File: src/hw/rtl/spfr_pkg.sv
// Shared constants, types and the header table of the provisioning frame receiver.
`timescale 1ns / 1ps
`default_nettype none
package spfr_pkg;

	// item commands
	localparam logic CMD_BYTE = 1'b0;
	localparam logic CMD_TICK = 1'b1;

	// result outcomes
	localparam logic [2:0] OUT_DATA    = 3'd0;
	localparam logic [2:0] OUT_GOOD    = 3'd1;
	localparam logic [2:0] OUT_BADSUM  = 3'd2;
	localparam logic [2:0] OUT_BADVER  = 3'd3;
	localparam logic [2:0] OUT_TIMEOUT = 3'd4;

	// configuration register indexes
	localparam int unsigned CFG_INDEX_W = 2;
	localparam int unsigned CFG_DATA_W  = 16;
	localparam logic [CFG_INDEX_W-1:0] CFG_HDR_TIMEOUT = 2'd0;
	localparam logic [CFG_INDEX_W-1:0] CFG_PAY_TIMEOUT = 2'd1;
	localparam logic [CFG_INDEX_W-1:0] CFG_VERSION     = 2'd2;

	localparam logic [15:0] HDR_TIMEOUT_RST = 16'd50;
	localparam logic [15:0] PAY_TIMEOUT_RST = 16'd100;
	localparam logic [7:0]  VERSION_RST     = 8'd1;

	localparam logic [7:0] START_BYTE = 8'h49; // 'I'

	typedef struct packed {
		logic [15:0] hdr_timeout;
		logic [15:0] pay_timeout;
		logic [7:0]  version;
	} spfr_cfg_t;

	typedef struct packed {
		logic       valid;
		logic [2:0] outcome;
		logic [7:0] data_byte;
		logic [7:0] packet_type;
		logic [7:0] payload_length;
	} spfr_result_t;

	// Remaining header characters after the start byte: "MPROV".
	function automatic logic [7:0] hdr_char(input logic [2:0] idx);
		logic [7:0] c;
		case (idx)
			3'd0: c = 8'h4D;
			3'd1: c = 8'h50;
			3'd2: c = 8'h52;
			3'd3: c = 8'h4F;
			3'd4: c = 8'h56;
			default: c = 8'h00;
		endcase
		return c;
	endfunction

endpackage
`default_nettype wire

File: src/hw/rtl/spfr_ifs.sv
// Valid/ready channel interfaces for receiver items and results.
`timescale 1ns / 1ps
`default_nettype none
interface spfr_item_if;
	logic       valid;
	logic       ready;
	logic       command;
	logic [7:0] rx_byte;

	modport source (output valid, output command, output rx_byte, input ready);
	modport sink (input valid, input command, input rx_byte, output ready);
endinterface

interface spfr_result_if;
	logic       valid;
	logic       ready;
	logic [2:0] outcome;
	logic [7:0] data_byte;
	logic [7:0] packet_type;
	logic [7:0] payload_length;

	modport source (output valid, output outcome, output data_byte, output packet_type,
		output payload_length, input ready);
	modport sink (input valid, input outcome, input data_byte, input packet_type,
		input payload_length, output ready);
endinterface
`default_nettype wire

File: src/hw/rtl/spfr_parser.sv
// Frame parsing state and per-item result logic.
`timescale 1ns / 1ps
`default_nettype none
module spfr_parser
	import spfr_pkg::*;
(
	input  wire logic         clk,
	input  wire logic         arst_n,
	input  wire logic         step,
	input  wire logic         item_valid,
	input  wire logic         command,
	input  wire logic [7:0]   rx_byte,
	input  wire spfr_cfg_t    cfg,
	output spfr_result_t      res
);

	localparam logic [2:0] PH_HUNT    = 3'd0;
	localparam logic [2:0] PH_HDR     = 3'd1;
	localparam logic [2:0] PH_FIELDS  = 3'd2;
	localparam logic [2:0] PH_PAYLOAD = 3'd3;
	localparam logic [2:0] PH_CHECK   = 3'd4;

	logic [2:0]  phase_q, phase_d;
	logic [7:0]  byte_count_q, byte_count_d;
	logic        mismatch_q, mismatch_d;
	logic [7:0]  type_q, type_d;
	logic [7:0]  length_q, length_d;
	logic [7:0]  sum_q, sum_d;
	logic [15:0] tick_q, tick_d;
	logic [7:0]  version_q, version_d;

	logic [15:0] tick_inc;
	logic [15:0] limit;
	logic [7:0]  count_inc;
	logic [7:0]  sum_add;
	logic [7:0]  ver_now;
	logic        emit;
	logic [2:0]  outcome;
	logic [7:0]  data;

	assign tick_inc  = (tick_q == 16'hFFFF) ? tick_q : tick_q + 16'd1;
	assign limit     = (phase_q == PH_PAYLOAD) ? cfg.pay_timeout : cfg.hdr_timeout;
	assign count_inc = byte_count_q + 8'd1;
	assign sum_add   = sum_q + rx_byte;
	assign ver_now   = (byte_count_q == 8'd0) ? rx_byte : version_q;

	always_comb begin
		phase_d      = phase_q;
		byte_count_d = byte_count_q;
		mismatch_d   = mismatch_q;
		type_d       = type_q;
		length_d     = length_q;
		sum_d        = sum_q;
		tick_d       = tick_q;
		version_d    = version_q;
		emit         = 1'b0;
		outcome      = OUT_DATA;
		data         = 8'd0;

		if (command == CMD_TICK) begin
			if (phase_q != PH_HUNT && phase_q <= PH_CHECK) begin
				tick_d = tick_inc;
				if (tick_inc >= limit) begin
					phase_d      = PH_HUNT;
					byte_count_d = 8'd0;
					tick_d       = 16'd0;
					// header rest timeout is silent: no frame yet
					if (phase_q != PH_HDR) begin
						emit    = 1'b1;
						outcome = OUT_TIMEOUT;
					end
				end
			end
		end else begin
			case (phase_q)
				PH_HDR: begin
					if (rx_byte != hdr_char(byte_count_q[2:0]))
						mismatch_d = 1'b1;
					byte_count_d = count_inc;
					if (byte_count_q == 8'd4) begin
						byte_count_d = 8'd0;
						tick_d       = 16'd0;
						if (mismatch_d) begin
							phase_d = PH_HUNT;
						end else begin
							phase_d   = PH_FIELDS;
							type_d    = 8'd0;
							length_d  = 8'd0;
							sum_d     = 8'd0;
							version_d = 8'd0;
						end
					end
				end
				PH_FIELDS: begin
					sum_d        = sum_add;
					byte_count_d = count_inc;
					if (byte_count_q == 8'd0)
						version_d = rx_byte;
					else if (byte_count_q == 8'd1)
						type_d = rx_byte;
					else
						length_d = rx_byte;
					if (byte_count_q >= 8'd2) begin
						byte_count_d = 8'd0;
						tick_d       = 16'd0;
						if (ver_now != cfg.version) begin
							phase_d = PH_HUNT;
							emit    = 1'b1;
							outcome = OUT_BADVER;
						end else begin
							phase_d = (length_d == 8'd0) ? PH_CHECK : PH_PAYLOAD;
						end
					end
				end
				PH_PAYLOAD: begin
					sum_d        = sum_add;
					byte_count_d = count_inc;
					emit         = 1'b1;
					outcome      = OUT_DATA;
					data         = rx_byte;
					if ({1'b0, byte_count_q} + 9'd1 >= {1'b0, length_q}) begin
						phase_d      = PH_CHECK;
						byte_count_d = 8'd0;
						tick_d       = 16'd0;
					end
				end
				PH_CHECK: begin
					phase_d      = PH_HUNT;
					byte_count_d = 8'd0;
					tick_d       = 16'd0;
					emit         = 1'b1;
					outcome      = (rx_byte == sum_q) ? OUT_GOOD : OUT_BADSUM;
				end
				default: begin
					// hunting, and any stray code
					phase_d = PH_HUNT;
					if (rx_byte == START_BYTE) begin
						phase_d      = PH_HDR;
						byte_count_d = 8'd0;
						tick_d       = 16'd0;
						mismatch_d   = 1'b0;
					end
				end
			endcase
		end
	end

	always_comb begin
		res.valid          = item_valid && emit;
		res.outcome        = outcome;
		res.data_byte      = data;
		res.packet_type    = type_d;
		res.payload_length = length_d;
	end

	always_ff @(posedge clk or negedge arst_n) begin
		if (!arst_n) begin
			phase_q      <= PH_HUNT;
			byte_count_q <= 8'd0;
			mismatch_q   <= 1'b0;
			type_q       <= 8'd0;
			length_q     <= 8'd0;
			sum_q        <= 8'd0;
			tick_q       <= 16'd0;
			version_q    <= 8'd0;
		end else if (step) begin
			phase_q      <= phase_d;
			byte_count_q <= byte_count_d;
			mismatch_q   <= mismatch_d;
			type_q       <= type_d;
			length_q     <= length_d;
			sum_q        <= sum_d;
			tick_q       <= tick_d;
			version_q    <= version_d;
		end
	end

	a_hunt_tick_quiet: assert property (@(posedge clk) disable iff (!arst_n)
		(phase_q == PH_HUNT && command == CMD_TICK) |-> !emit)
		else $error("tick while hunting produced a result");

	a_data_in_payload: assert property (@(posedge clk) disable iff (!arst_n)
		(res.valid && res.outcome == OUT_DATA) |-> phase_q == PH_PAYLOAD)
		else $error("payload byte forwarded outside payload phase");

	a_fields_count: assert property (@(posedge clk) disable iff (!arst_n)
		(phase_q == PH_FIELDS) |-> byte_count_q < 8'd3)
		else $error("field byte count overran");

	a_end_to_hunt: assert property (@(posedge clk) disable iff (!arst_n)
		(step && res.valid && res.outcome != OUT_DATA) |=> phase_q == PH_HUNT)
		else $error("frame ended without returning to hunt");

endmodule
`default_nettype wire

File: src/hw/rtl/spfr_out_stage.sv
// Result register that drives the result channel.
`timescale 1ns / 1ps
`default_nettype none
module spfr_out_stage
	import spfr_pkg::*;
(
	input  wire logic       clk,
	input  wire logic       arst_n,
	input  wire logic       load,
	input  wire spfr_result_t res,
	output logic            can_take,
	spfr_result_if.source   result
);

	logic         valid_q;
	spfr_result_t data_q;

	assign can_take = !valid_q || result.ready;

	always_ff @(posedge clk or negedge arst_n) begin
		if (!arst_n) begin
			valid_q <= 1'b0;
		end else if (load && res.valid) begin
			valid_q <= 1'b1;
		end else if (result.ready) begin
			valid_q <= 1'b0;
		end
	end

	always_ff @(posedge clk) begin
		if (load && res.valid)
			data_q <= res;
	end

	assign result.valid          = valid_q;
	assign result.outcome        = data_q.outcome;
	assign result.data_byte      = data_q.data_byte;
	assign result.packet_type    = data_q.packet_type;
	assign result.payload_length = data_q.payload_length;

endmodule
`default_nettype wire

File: src/hw/rtl/serial_provisioning_frame_receiver.sv
// Top level of the serial provisioning frame receiver.
//
//  channel  dir  handshake      payload
//  item     in   valid/ready    command[0], rx_byte[7:0]
//  result   out  valid/ready    outcome[2:0], data_byte, packet_type, payload_length
//  config   in   cfg_we only    cfg_index[1:0], cfg_data[15:0]
//
// One item per cycle sustained: an accepted item is held in the input register,
// the parser updates its state from it and the result (if any) lands in the
// output register, which offers it on the result channel.
// The output register sets the rate under stall: while it holds an untaken result
// the item in the input register waits and the input channel stalls.
// Reset (arst_n low) clears the parser state, the channel valids and loads the
// register defaults; there is no clearing pass.
`timescale 1ns / 1ps
`default_nettype none
module serial_provisioning_frame_receiver
	import spfr_pkg::*;
(
	input  wire logic                   clk,
	input  wire logic                   arst_n,
	input  wire logic                   cfg_we,
	input  wire logic [CFG_INDEX_W-1:0] cfg_index,
	input  wire logic [CFG_DATA_W-1:0]  cfg_data,
	spfr_item_if.sink                   item,
	spfr_result_if.source               result
);

	spfr_cfg_t    cfg_q;
	spfr_result_t res;

	logic       valid_s1;
	logic       command_s1;
	logic [7:0] rx_byte_s1;
	logic       can_take;
	logic       advance;

	// Hold register defaults after reset; take writes by index, drop unknown ones.
	always_ff @(posedge clk or negedge arst_n) begin
		if (!arst_n) begin
			cfg_q.hdr_timeout <= HDR_TIMEOUT_RST;
			cfg_q.pay_timeout <= PAY_TIMEOUT_RST;
			cfg_q.version     <= VERSION_RST;
		end else if (cfg_we) begin
			case (cfg_index)
				CFG_HDR_TIMEOUT: cfg_q.hdr_timeout <= cfg_data;
				CFG_PAY_TIMEOUT: cfg_q.pay_timeout <= cfg_data;
				CFG_VERSION:     cfg_q.version     <= cfg_data[7:0];
				default: ;
			endcase
		end
	end

	// Advance the held item once the output register has room for its result.
	assign advance    = valid_s1 && can_take;
	assign item.ready = !valid_s1 || can_take;

	always_ff @(posedge clk or negedge arst_n) begin
		if (!arst_n) begin
			valid_s1 <= 1'b0;
		end else if (item.ready) begin
			valid_s1 <= item.valid;
		end
	end

	always_ff @(posedge clk) begin
		if (item.valid && item.ready) begin
			command_s1 <= item.command;
			rx_byte_s1 <= item.rx_byte;
		end
	end

	spfr_parser u_parser (
		.clk        (clk),
		.arst_n     (arst_n),
		.step       (advance),
		.item_valid (valid_s1),
		.command    (command_s1),
		.rx_byte    (rx_byte_s1),
		.cfg        (cfg_q),
		.res        (res)
	);

	spfr_out_stage u_out (
		.clk      (clk),
		.arst_n   (arst_n),
		.load     (advance),
		.res      (res),
		.can_take (can_take),
		.result   (result)
	);

endmodule
`default_nettype wire
File: src/flat_wrapper.sv
// flat-port wrapper written by rule: the top's interface ports become plain ports
module serial_provisioning_frame_receiver_flat import spfr_pkg::*;
  (clk, arst_n, cfg_we, cfg_index, cfg_data, item_valid, item_command, item_rx_byte, item_ready, result_valid, result_outcome, result_data_byte, result_packet_type, result_payload_length, result_ready);
  spfr_item_if item_i ();
  spfr_result_if result_i ();
  input  wire logic clk;
  input  wire logic arst_n;
  input  wire logic cfg_we;
  input  wire logic [CFG_INDEX_W-1:0] cfg_index;
  input  wire logic [CFG_DATA_W-1:0] cfg_data;
  input wire logic [$bits(item_i.valid)-1:0] item_valid;
  input wire logic [$bits(item_i.command)-1:0] item_command;
  input wire logic [$bits(item_i.rx_byte)-1:0] item_rx_byte;
  output wire logic [$bits(item_i.ready)-1:0] item_ready;
  output wire logic [$bits(result_i.valid)-1:0] result_valid;
  output wire logic [$bits(result_i.outcome)-1:0] result_outcome;
  output wire logic [$bits(result_i.data_byte)-1:0] result_data_byte;
  output wire logic [$bits(result_i.packet_type)-1:0] result_packet_type;
  output wire logic [$bits(result_i.payload_length)-1:0] result_payload_length;
  input wire logic [$bits(result_i.ready)-1:0] result_ready;
  assign item_i.valid = item_valid;
  assign item_i.command = item_command;
  assign item_i.rx_byte = item_rx_byte;
  assign item_ready = item_i.ready;
  assign result_valid = result_i.valid;
  assign result_outcome = result_i.outcome;
  assign result_data_byte = result_i.data_byte;
  assign result_packet_type = result_i.packet_type;
  assign result_payload_length = result_i.payload_length;
  assign result_i.ready = result_ready;
  serial_provisioning_frame_receiver u_core (.clk(clk), .arst_n(arst_n), .cfg_we(cfg_we), .cfg_index(cfg_index), .cfg_data(cfg_data), .item(item_i), .result(result_i));
endmodule
File: config.mk
export PLATFORM = sky130hd
export DESIGN_NAME = serial_provisioning_frame_receiver_flat
export DESIGN_NICKNAME = d
export VERILOG_FILES = /design/src/hw/rtl/spfr_pkg.sv /design/src/hw/rtl/spfr_ifs.sv /design/src/hw/rtl/spfr_parser.sv /design/src/hw/rtl/spfr_out_stage.sv /design/src/hw/rtl/serial_provisioning_frame_receiver.sv /design/src/flat_wrapper.sv
export SDC_FILE = /design/constraint.sdc
export NUM_CORES = 1
export LEC_CHECK = 0
export BUFFER_PORTS_ARGS = -buffer_cell sky130_fd_sc_hd__buf_2
export CAP_MARGIN = 10
export CORE_ASPECT_RATIO = 1.75
export CORE_MARGIN = 2
export CORE_UTILIZATION = 45
export CTS_CLUSTER_DIAMETER = 80
export CTS_CLUSTER_SIZE = 12
export DETAILED_ROUTE_END_ITERATION = 10
export PLACE_DENSITY_LB_ADDON = 0.2
export SKIP_CTS_REPAIR_TIMING = 1
export SLEW_MARGIN = 15
export SYNTH_ARGS = -nofsm -noshare
export SYNTH_HDL_FRONTEND = slang
export SYNTH_SLANG_ARGS = --single-unit
File: constraint.sdc
create_clock -name clk -period 4.5 [get_ports clk]
set_clock_uncertainty 0.15 [all_clocks]
set_input_delay 0.45 -clock clk [delete_from_list [all_inputs] [get_ports clk]]
set_output_delay 0.45 -clock clk [all_outputs]
set_load 0.02 [all_outputs]
==> metrics.cfg, run 1 <==
[placement]
gp_congestion=0.924
dpl_worst_slack_ns=0.155
dp_hpwl_um=14500
dpl-instance-area_um2=8350
portBuffers=60

[power_and_ir_drop]
vdd_drop_max_mv=0.239
power.density_nw_per_um2=349
leakage_nw=3.90

[yosys]
synth-edff-count=36
synth_area_leaders=dfrtp_1 31%, edfxtp_1 14%, mux2_2 7.7%
yosys.cell_types.count=65
synthArstFlopShare_pct=73.9
synth_most_common_cell=dfrtp_1
synthCells=713
yosysTopAreaCellShare_pct=30.7
synth_seq_cells=138
ys.flop_type=dfrtp_1
syn_area_per_cell_um2=10.9
ys_warn_count=0
synth_commonest_cells=95 x dfrtp_1, 53 x mux2_2, 43 x inv_1, 38 x ha_1, 37 x nand2_1
yosys.area.top_type=dfrtp_1
syn-num-nets=784
synth_area_um2=7740
ys_seq_area_share_pct=47.1

[cells_and_area]
largest-register=u_core.cfg_q
diodes=0
syn_to_final_growth_pct=16.0
drive_gt1_share_pct=23.2
num-fill-cells=1541
fin_nets=852
largest_reg_flops=40
final_area_um2=8970
top_regs=u_core.cfg_q (40), u_core.u_parser.tick_q (16)

[timing]
tightest_slew_ns=0.911
rsz0062_at_grt=false
max_clock_freq_mhz=242
setup_viol=0
relSlewSlack_pct=39.2
fin_tns_setup_ns=0
finalCriticalPeriod_ns=4.13
min_period_over_period_pct=91.9
fin_ws_ns=0.366
slew_violations=0
hold_ws_ns=0.0109
hold_violations=0

[floorplan]
core-area_um2=16900
die_w_um=103
chipHeight_um=177
io_pins=61
placementRows=63
die_area_um2=18300
start_util_pct=45.9

[setup_path]
cp-startpoint=u_core.u_parser.tick_q[4]
end_kind=register
required_ns=4.44
cp_max_fo=27
startpoint_type=register
critical_path_class=reg2reg
crit_family=simple AND/OR/NAND/NOR gates
cp_slowest_stage_delay_ns=0.45
critical-path-slowest-cell=dfrtp_1
cp.buffers_inverters=1
crit_arrival_ns=4.07
path_cells=and4_1 -> and4_1 -> and2_1 -> nand4_1 -> nor2_1 -> mux2_2 -> ha_1 -> nand2_1 -> o21ai_2 -> a41oi_1 -> nor2_1 -> nand3_1 -> o211ai_1 -> buf_4
r2r-start=u_core.u_parser.tick_q[4]

[routing]
ant_nets=0
route.met2.wl_um=10800
wl_per_cell_um=19.2
met3_length_um=785
routed.top_layer=met4
viasPerCell=5.87
drtPass1Iterations=5
num_vias=5994
drc=0
drt_iter0_markers=324
routed_wl_um=19600
wl_met1_um=7070

[cts]
path_clk_slew_ns=0.06
clock-sinks=138
cts_buffers=17
clk_latency_ns=0.42
cts_buffer_depth=2
cts-root-buf=clkbuf_16
cts_tree=yes
h-tree-depth=4

[global_routing]
antenna_found_initial=1
grt_pass1_vias=6242
grt_max_degree=70
track_usage_pct=22.8
grt_overflow=0
grt_pass1_wl_um=31900

[run]
drv_cap=0

[status]
status=completed

[min_path]
hp-class=in2async

-- final timing paths --
path	end	slack [ns]	depth (start not counted)
worst max-delay path	u_core.u_out.result.payload_length[7]	0.37	14
max in group asynchronous	u_core.cfg_q[0]	3.11	2
worst min register to register	u_core.cfg_q[35]	0.36	1
worst min-delay path	u_core.cfg_q[27]	0.01	1
min in group clk	u_core.rx_byte_s1[2]	0.05	1
worst max register to register	u_core.u_out.result.payload_length[7]	0.37	14
-- area by class of cell --
| class | count | area (um^2) | share of cell area [%] |
|---|---|---|---|
| repair buffers | 78 | 438 | 4.88 |
| inverters | 43 | 161 | 1.80 |
| multi-input cells | 503 | 3850 | 42.9 |
| well taps | 227 | 284 | 3.16 |
| flip-flops and latches | 138 | 3640 | 40.6 |
| clock buffers | 20 | 479 | 5.34 |
| clock inverters | 12 | 123 | 1.37 |
-- cell families after synthesis --
group	after synthesis	share of synthesized area [%]
AO/OA/AOI/OAI	155	14.5
flip-flops	138	47.1
adder cells (fa/ha/maj)	39	6.40
AND/OR/NAND/NOR	211	15.1
multiplexers	74	10.4
buffers and inverters	72	3.78
XOR/XNOR	24	2.72
-- cells in the final DEF (no fill, tap or decap), types with 8 or more instances in the layout --
master and instances:
mux2_2 53, a21oi_1 25, o21ai_0 32, nor4_1 8, nor3_1 14, o211ai_1 11, a22o_1 31, and3_1 11
edfxtp_1 36, nor2b_1 15, nand2_1 36, clkbuf_16 19, xnor2_1 17, dfrtp_1 95, ha_1 38, a32o_1 11
buf_4 19, nand4_1 11, mux2i_1 21, nand3_1 18, inv_1 43, nand2b_1 11, buf_2 59, nor2_1 36
and2_1 12
-- power breakdown --
| group | total (mW) | switching (mW) | internal (mW) |
|---|---|---|---|
| combinational | 0.288 | 0.155 | 0.133 |
| sequential | 1.43 | 0.0614 | 1.37 |
| clock | 1.41 | 0.574 | 0.840 |
| total | 3.13 | 0.790 | 2.34 |
-- routing by layer --
metal / vias to the layer above / GRT usage (%)
li1: 2785 / -
met1: 2960 / 23.3
met2: 189 / 42.6
met3: 60 / 4.41
met4: 0 / 11.2
met5: - / 0
-- per-stage QoR --
step | power [mW] | std cells | util [%]
after global routing | 3.25 | 1021 | 53.2
after detailed placement | 1.74 | 989 | 49.5
after CTS | 3.16 | 1021 | 53.1
final | 3.13 | 1021 | 53.2
after global placement | 1.72 | 989 | 49.5
after floorplan | 1.62 | 713 | -
-- worst register-to-register path: cells and delay by family, from the launching register on --
family	cells	cell delay, ns
compound gates	3	0.63
fa+ha+maj	1	0.32
buf+inv	1	0.33
flops	1	0.45
mux	1	0.36
simple gates	8	1.55
No activity file was read; power rests on OpenSTA's default activity.
==> inputs of run 2 (changes only) <==
- CORE_UTILIZATION: 45 -> 30
==> metrics.cfg, run 2 (same netlist as run 1, synthesis figures left out) <==
[cts]
clk_latency_ns=0.44
clock-sinks=138
cts_buffers=17
h-tree-depth=4
cts_buffer_depth=2
cts-root-buf=clkbuf_16
path_clk_slew_ns=0.06
cts_tree=yes

[timing]
hold_violations=0
finalCriticalPeriod_ns=4.10
max_clock_freq_mhz=244
tightest_slew_ns=1.01
relSlewSlack_pct=32.5
min_period_over_period_pct=91.1
rsz0062_at_grt=false
setup_viol=0
hold_ws_ns=0.00248
slew_violations=0
fin_tns_setup_ns=0

[floorplan]
die_w_um=125
core-area_um2=25300
start_util_pct=30.5
chipHeight_um=216
die_area_um2=27100
io_pins=61
placementRows=77

[setup_path]
cp_max_fo=6
critical_path_class=reg2reg
r2r-start=u_core.u_parser.tick_q[4]
end_kind=register
cp-startpoint=u_core.u_parser.tick_q[4]
startpoint_type=register
reg2regPathDepth=14
required_ns=4.67
crit_arrival_ns=4.27

[routing]
ant_nets=0
wl_per_cell_um=18.4
num_vias=5913
routed_wl_um=20600
drc=0
drt_iter0_markers=236
viasPerCell=5.29
drtPass1Iterations=5

[power_and_ir_drop]
vdd_drop_max_mv=0.202
leakage_nw=3.90
power.density_nw_per_um2=334

[min_path]
hp-class=in2async

[global_routing]
antenna_found_initial=0
track_usage_pct=15.7
grt_max_degree=73
grt_pass1_wl_um=33000
grt_overflow=0
grt_pass1_vias=6046

[cells_and_area]
drive_gt1_share_pct=23.5
top_regs=u_core.cfg_q (40), u_core.u_parser.tick_q (16)
mostFrequentLayoutCell=dfrtp_1
layout_common_cells=95 x dfrtp_1, 59 x buf_2, 53 x mux2_2
largest_reg_flops=40
largest-register=u_core.cfg_q
fin_nets=859
diodes=0
syn_to_final_growth_pct=17.5

[placement]
dp_hpwl_um=15300
portBuffers=60
gp_congestion=0.888

[run]
drv_cap=0

[status]
status=completed

[run 2: power breakdown]
part / internal, mW / switching (mW)
clock: 0.756 / 0.567
combinational: 0.134 / 0.155
sequential: 1.37 / 0.0586
[run 2: critical path, stage by stage, from the launching register on]
cell and delay [ns]:
dfrtp_1 0.46, and4_1 0.28, and4_1 0.25, nand3_2 0.09, and3_1 0.24, and3_1 0.21
xor2_1 0.20, ha_1 0.28, a21oi_1 0.15, nor2b_1 0.06, o31a_1 0.31, a2111oi_4 0.46
o31ai_1 0.18, nand2_1 0.28, mux2_2 0.37
[run 2: per-layer routing]
layer | global-route usage [%] | up-vias | wire length (um)
met4 | 8.44 | 0 | 851
met2 | 30.3 | 120 | 11600
li1 | - | 2810 | -
met3 | 3.04 | 43 | 617
met5 | 0 | - | 0
met1 | 15.7 | 2940 | 7550
[run 2: final timing paths]
| path | endpoint | slack (ns) |
|---|---|---|
| worst max-delay path | u_core.u_parser.byte_count_q[1] | 0.40 |
| worst min-delay path | u_core.u_parser.sum_q[5] | 0.002 |
| worst max register to register | u_core.u_parser.byte_count_q[1] | 0.40 |
| worst min register to register | u_core.cfg_q[18] | 0.35 |
| max in group asynchronous | u_core.cfg_q[28] | 3.16 |
| min in group clk | u_core.command_s1 | 0.04 |
[run 2: area by class of cell]
| cell class | count | area, um^2 |
|---|---|---|
| multi-input cells | 503 | 3840 |
| repair buffers | 85 | 503 |
| clock buffers | 17 | 425 |
| clock inverters | 15 | 121 |
| well taps | 316 | 395 |
| fillers | 2597 | 16200 |
| flip-flops and latches | 138 | 3640 |
| inverters | 43 | 161 |
[run 2: stage by stage]
stage          worst slack, ns  total power, mW  util [%]  area [um^2]  instances
5_1_grt                 0.0991             3.17      35.9         9090       1117
4_1_cts                  0.263             3.08      35.8         9080       1117
6_report                 0.400             3.04      35.9         9090       1117
3_3_place_gp             0.365             1.74      33.7         8530       1085
3_5_place_dp             0.288             1.75      33.7         8530       1085
2_1_floorplan        0.0000826             1.62         -         7760        713
==> inputs of run 3 (changes only) <==
- CTS_BUF_LIST: unset -> sky130_fd_sc_hd__clkbuf_4
==> metrics.cfg, run 3 (same netlist as run 1, synthesis figures left out) <==
[power_and_ir_drop]
power.density_nw_per_um2=275
switching_share_pct=28.5
p_clk_share_pct=30.7
p_total_mw=2.50
intPower_mw=1.79
vdd_drop_max_mv=0.179
leakage_nw=3.89
power_frac_comb_pct=12.3
switching_power_uw=711
pwr-share-seq_pct=57.0

[floorplan]
io_pins=61
placementRows=77
die_w_um=125
die_area_um2=27100
core-area_um2=25300
start_util_pct=30.5
chipHeight_um=216

[cts]
cts-root-buf=clkbuf_4
cts_buffers=17
path_clk_slew_ns=0.12
clock-sinks=138
clk_latency_ns=0.60
cts_buffer_depth=2
h-tree-depth=4
cts_tree=yes

[setup_path]
reg2regPathDepth=14
r2r-start=u_core.u_parser.tick_q[4]
critical-path-slowest-cell=dfrtp_1
reg2reg_slack_ns=0.38
path_cells=and4_1 -> and4_1 -> nand3_2 -> and3_1 -> and3_1 -> xor2_1 -> ha_1 -> a21oi_1 -> nor2b_1 -> o31a_1 -> a2111oi_4 -> o21ai_0 -> or3_1 -> o21ai_0
cp_max_fo=6
startpoint_type=register
critical_path_class=reg2reg
crit_arrival_ns=4.49
cp_slowest_stage_delay_ns=0.49
end_kind=register
reg2reg_to=u_core.u_parser.tick_q[7]
required_ns=4.87

[cells_and_area]
mostFrequentLayoutCell=dfrtp_1
syn_to_final_growth_pct=17.2
largest_reg_flops=40
top_regs=u_core.cfg_q (40), u_core.u_parser.tick_q (16)
fin_nets=886
drive_gt1_share_pct=22.7
regArea_um2=3640
layout_common_cells=95 x dfrtp_1, 59 x buf_2, 53 x mux2_2
multiInputGateArea_um2=3840
num-fill-cells=2597
largest-register=u_core.cfg_q

[min_path]
hp-start=result_ready
min_to=u_core.valid_s1
whs_path_depth=3
hp-class=in2reg

[global_routing]
grt_pass1_vias=6016
grt_max_degree=73
grt_overflow=0
antenna_found_initial=1
track_usage_pct=15.7
grt_pass1_wl_um=32900

[routing]
num_vias=6011
viasPerCell=5.25
wl_per_cell_um=18.2
drtPass1Iterations=5
ant_nets=0
routed_wl_um=20800
drc=0
drt_iter0_markers=260

[timing]
min_period_over_period_pct=91.5
tightest_slew_ns=1.02
hold_ws_ns=0.113
rsz0062_at_grt=false
relSlewSlack_pct=32.1
max_clock_freq_mhz=243
fin_tns_setup_ns=0
hold_violations=0
setup_viol=0
finalCriticalPeriod_ns=4.12
slew_violations=0

[run]
drv_cap=0

[placement]
portBuffers=60
gp_congestion=0.888
dp_hpwl_um=15300

[status]
status=completed

==> run 3: changes by cell type in the layout (fill, tap and decap cells not counted) <==
cell and delta:
dlygate4sd3_1 +27, clkbuf_16 -17, clkbuf_4 +17, diode_2 +2
o21ai_0 +1, o21ai_1 -1
==> run 3: final cells by class <==
class	instances	share of cell area, %
multi-input combinational	503	42.4
clock buffer	17	1.41
timing repair buffer	112	8.53
sequential	138	40.2
clock inverter	15	1.34
inverter	43	1.78
antenna	2	0.0552
tap	316	4.36
==> run 3: metrics by stage <==
| step | instance area (um^2) | std cells | util (%) | setup WS (ns) |
|---|---|---|---|---|
| after floorplan | 7760 | 713 | - | 0.0000826 |
| after global placement | 8530 | 1085 | 33.7 | 0.365 |
| after detailed placement | 8530 | 1085 | 33.7 | 0.288 |
| after CTS | 8780 | 1117 | 34.7 | 0.243 |
| after global routing | 9070 | 1146 | 35.8 | 0.0906 |
| final | 9070 | 1146 | 35.8 | 0.385 |
==> run 3: per-layer routing <==
layer	GRT usage, %	vias to the layer above	part of all wire, %
met4	7.59	0	4.1
met1	15.5	2961	37
li1	-	2872	-
met2	30.1	136	56
met5	0	-	0
met3	3.63	42	3.3
==> run 3: worst max-delay path: cells and delay by family (launching register included) <==
family,cells,cell delay (ns)
AND/OR/NAND/NOR,7,1.55
AO/OA/AOI/OAI,5,1.38
flip-flops,1,0.49
adder cells (fa/ha/maj),1,0.28
XOR/XNOR,1,0.20
==> run 3: how the worst max path moves through the flow <==
| stage | endpoint | from | cells after the start | slack, ns |
|---|---|---|---|---|
| after floorplan | u_core.u_out.result.data_byte[0] | u_core.u_parser.tick_q[4] | 13 | 0.00008 |
| final | u_core.u_parser.tick_q[7] | u_core.u_parser.tick_q[4] | 14 | 0.38 |
| after global placement | u_core.u_parser.byte_count_q[1] | u_core.u_parser.tick_q[4] | 14 | 0.36 |
| after global routing | u_core.u_out.result.payload_length[1] | u_core.u_parser.tick_q[4] | 14 | 0.09 |
| after CTS | u_core.u_parser.byte_count_q[3] | u_core.u_parser.tick_q[4] | 14 | 0.24 |
| after detailed placement | u_core.u_parser.byte_count_q[2] | u_core.u_parser.tick_q[4] | 15 | 0.29 |
==> run 3: power groups by stage <==
stage                     combinational (mW)  sequential (mW)  clock, mW
after floorplan                        0.196             1.42          0
after global placement                 0.293             1.45          0
after detailed placement               0.295             1.45          0
after CTS                              0.296             1.43      0.801
after global routing                   0.342             1.44      0.853
final                                  0.307             1.42      0.766
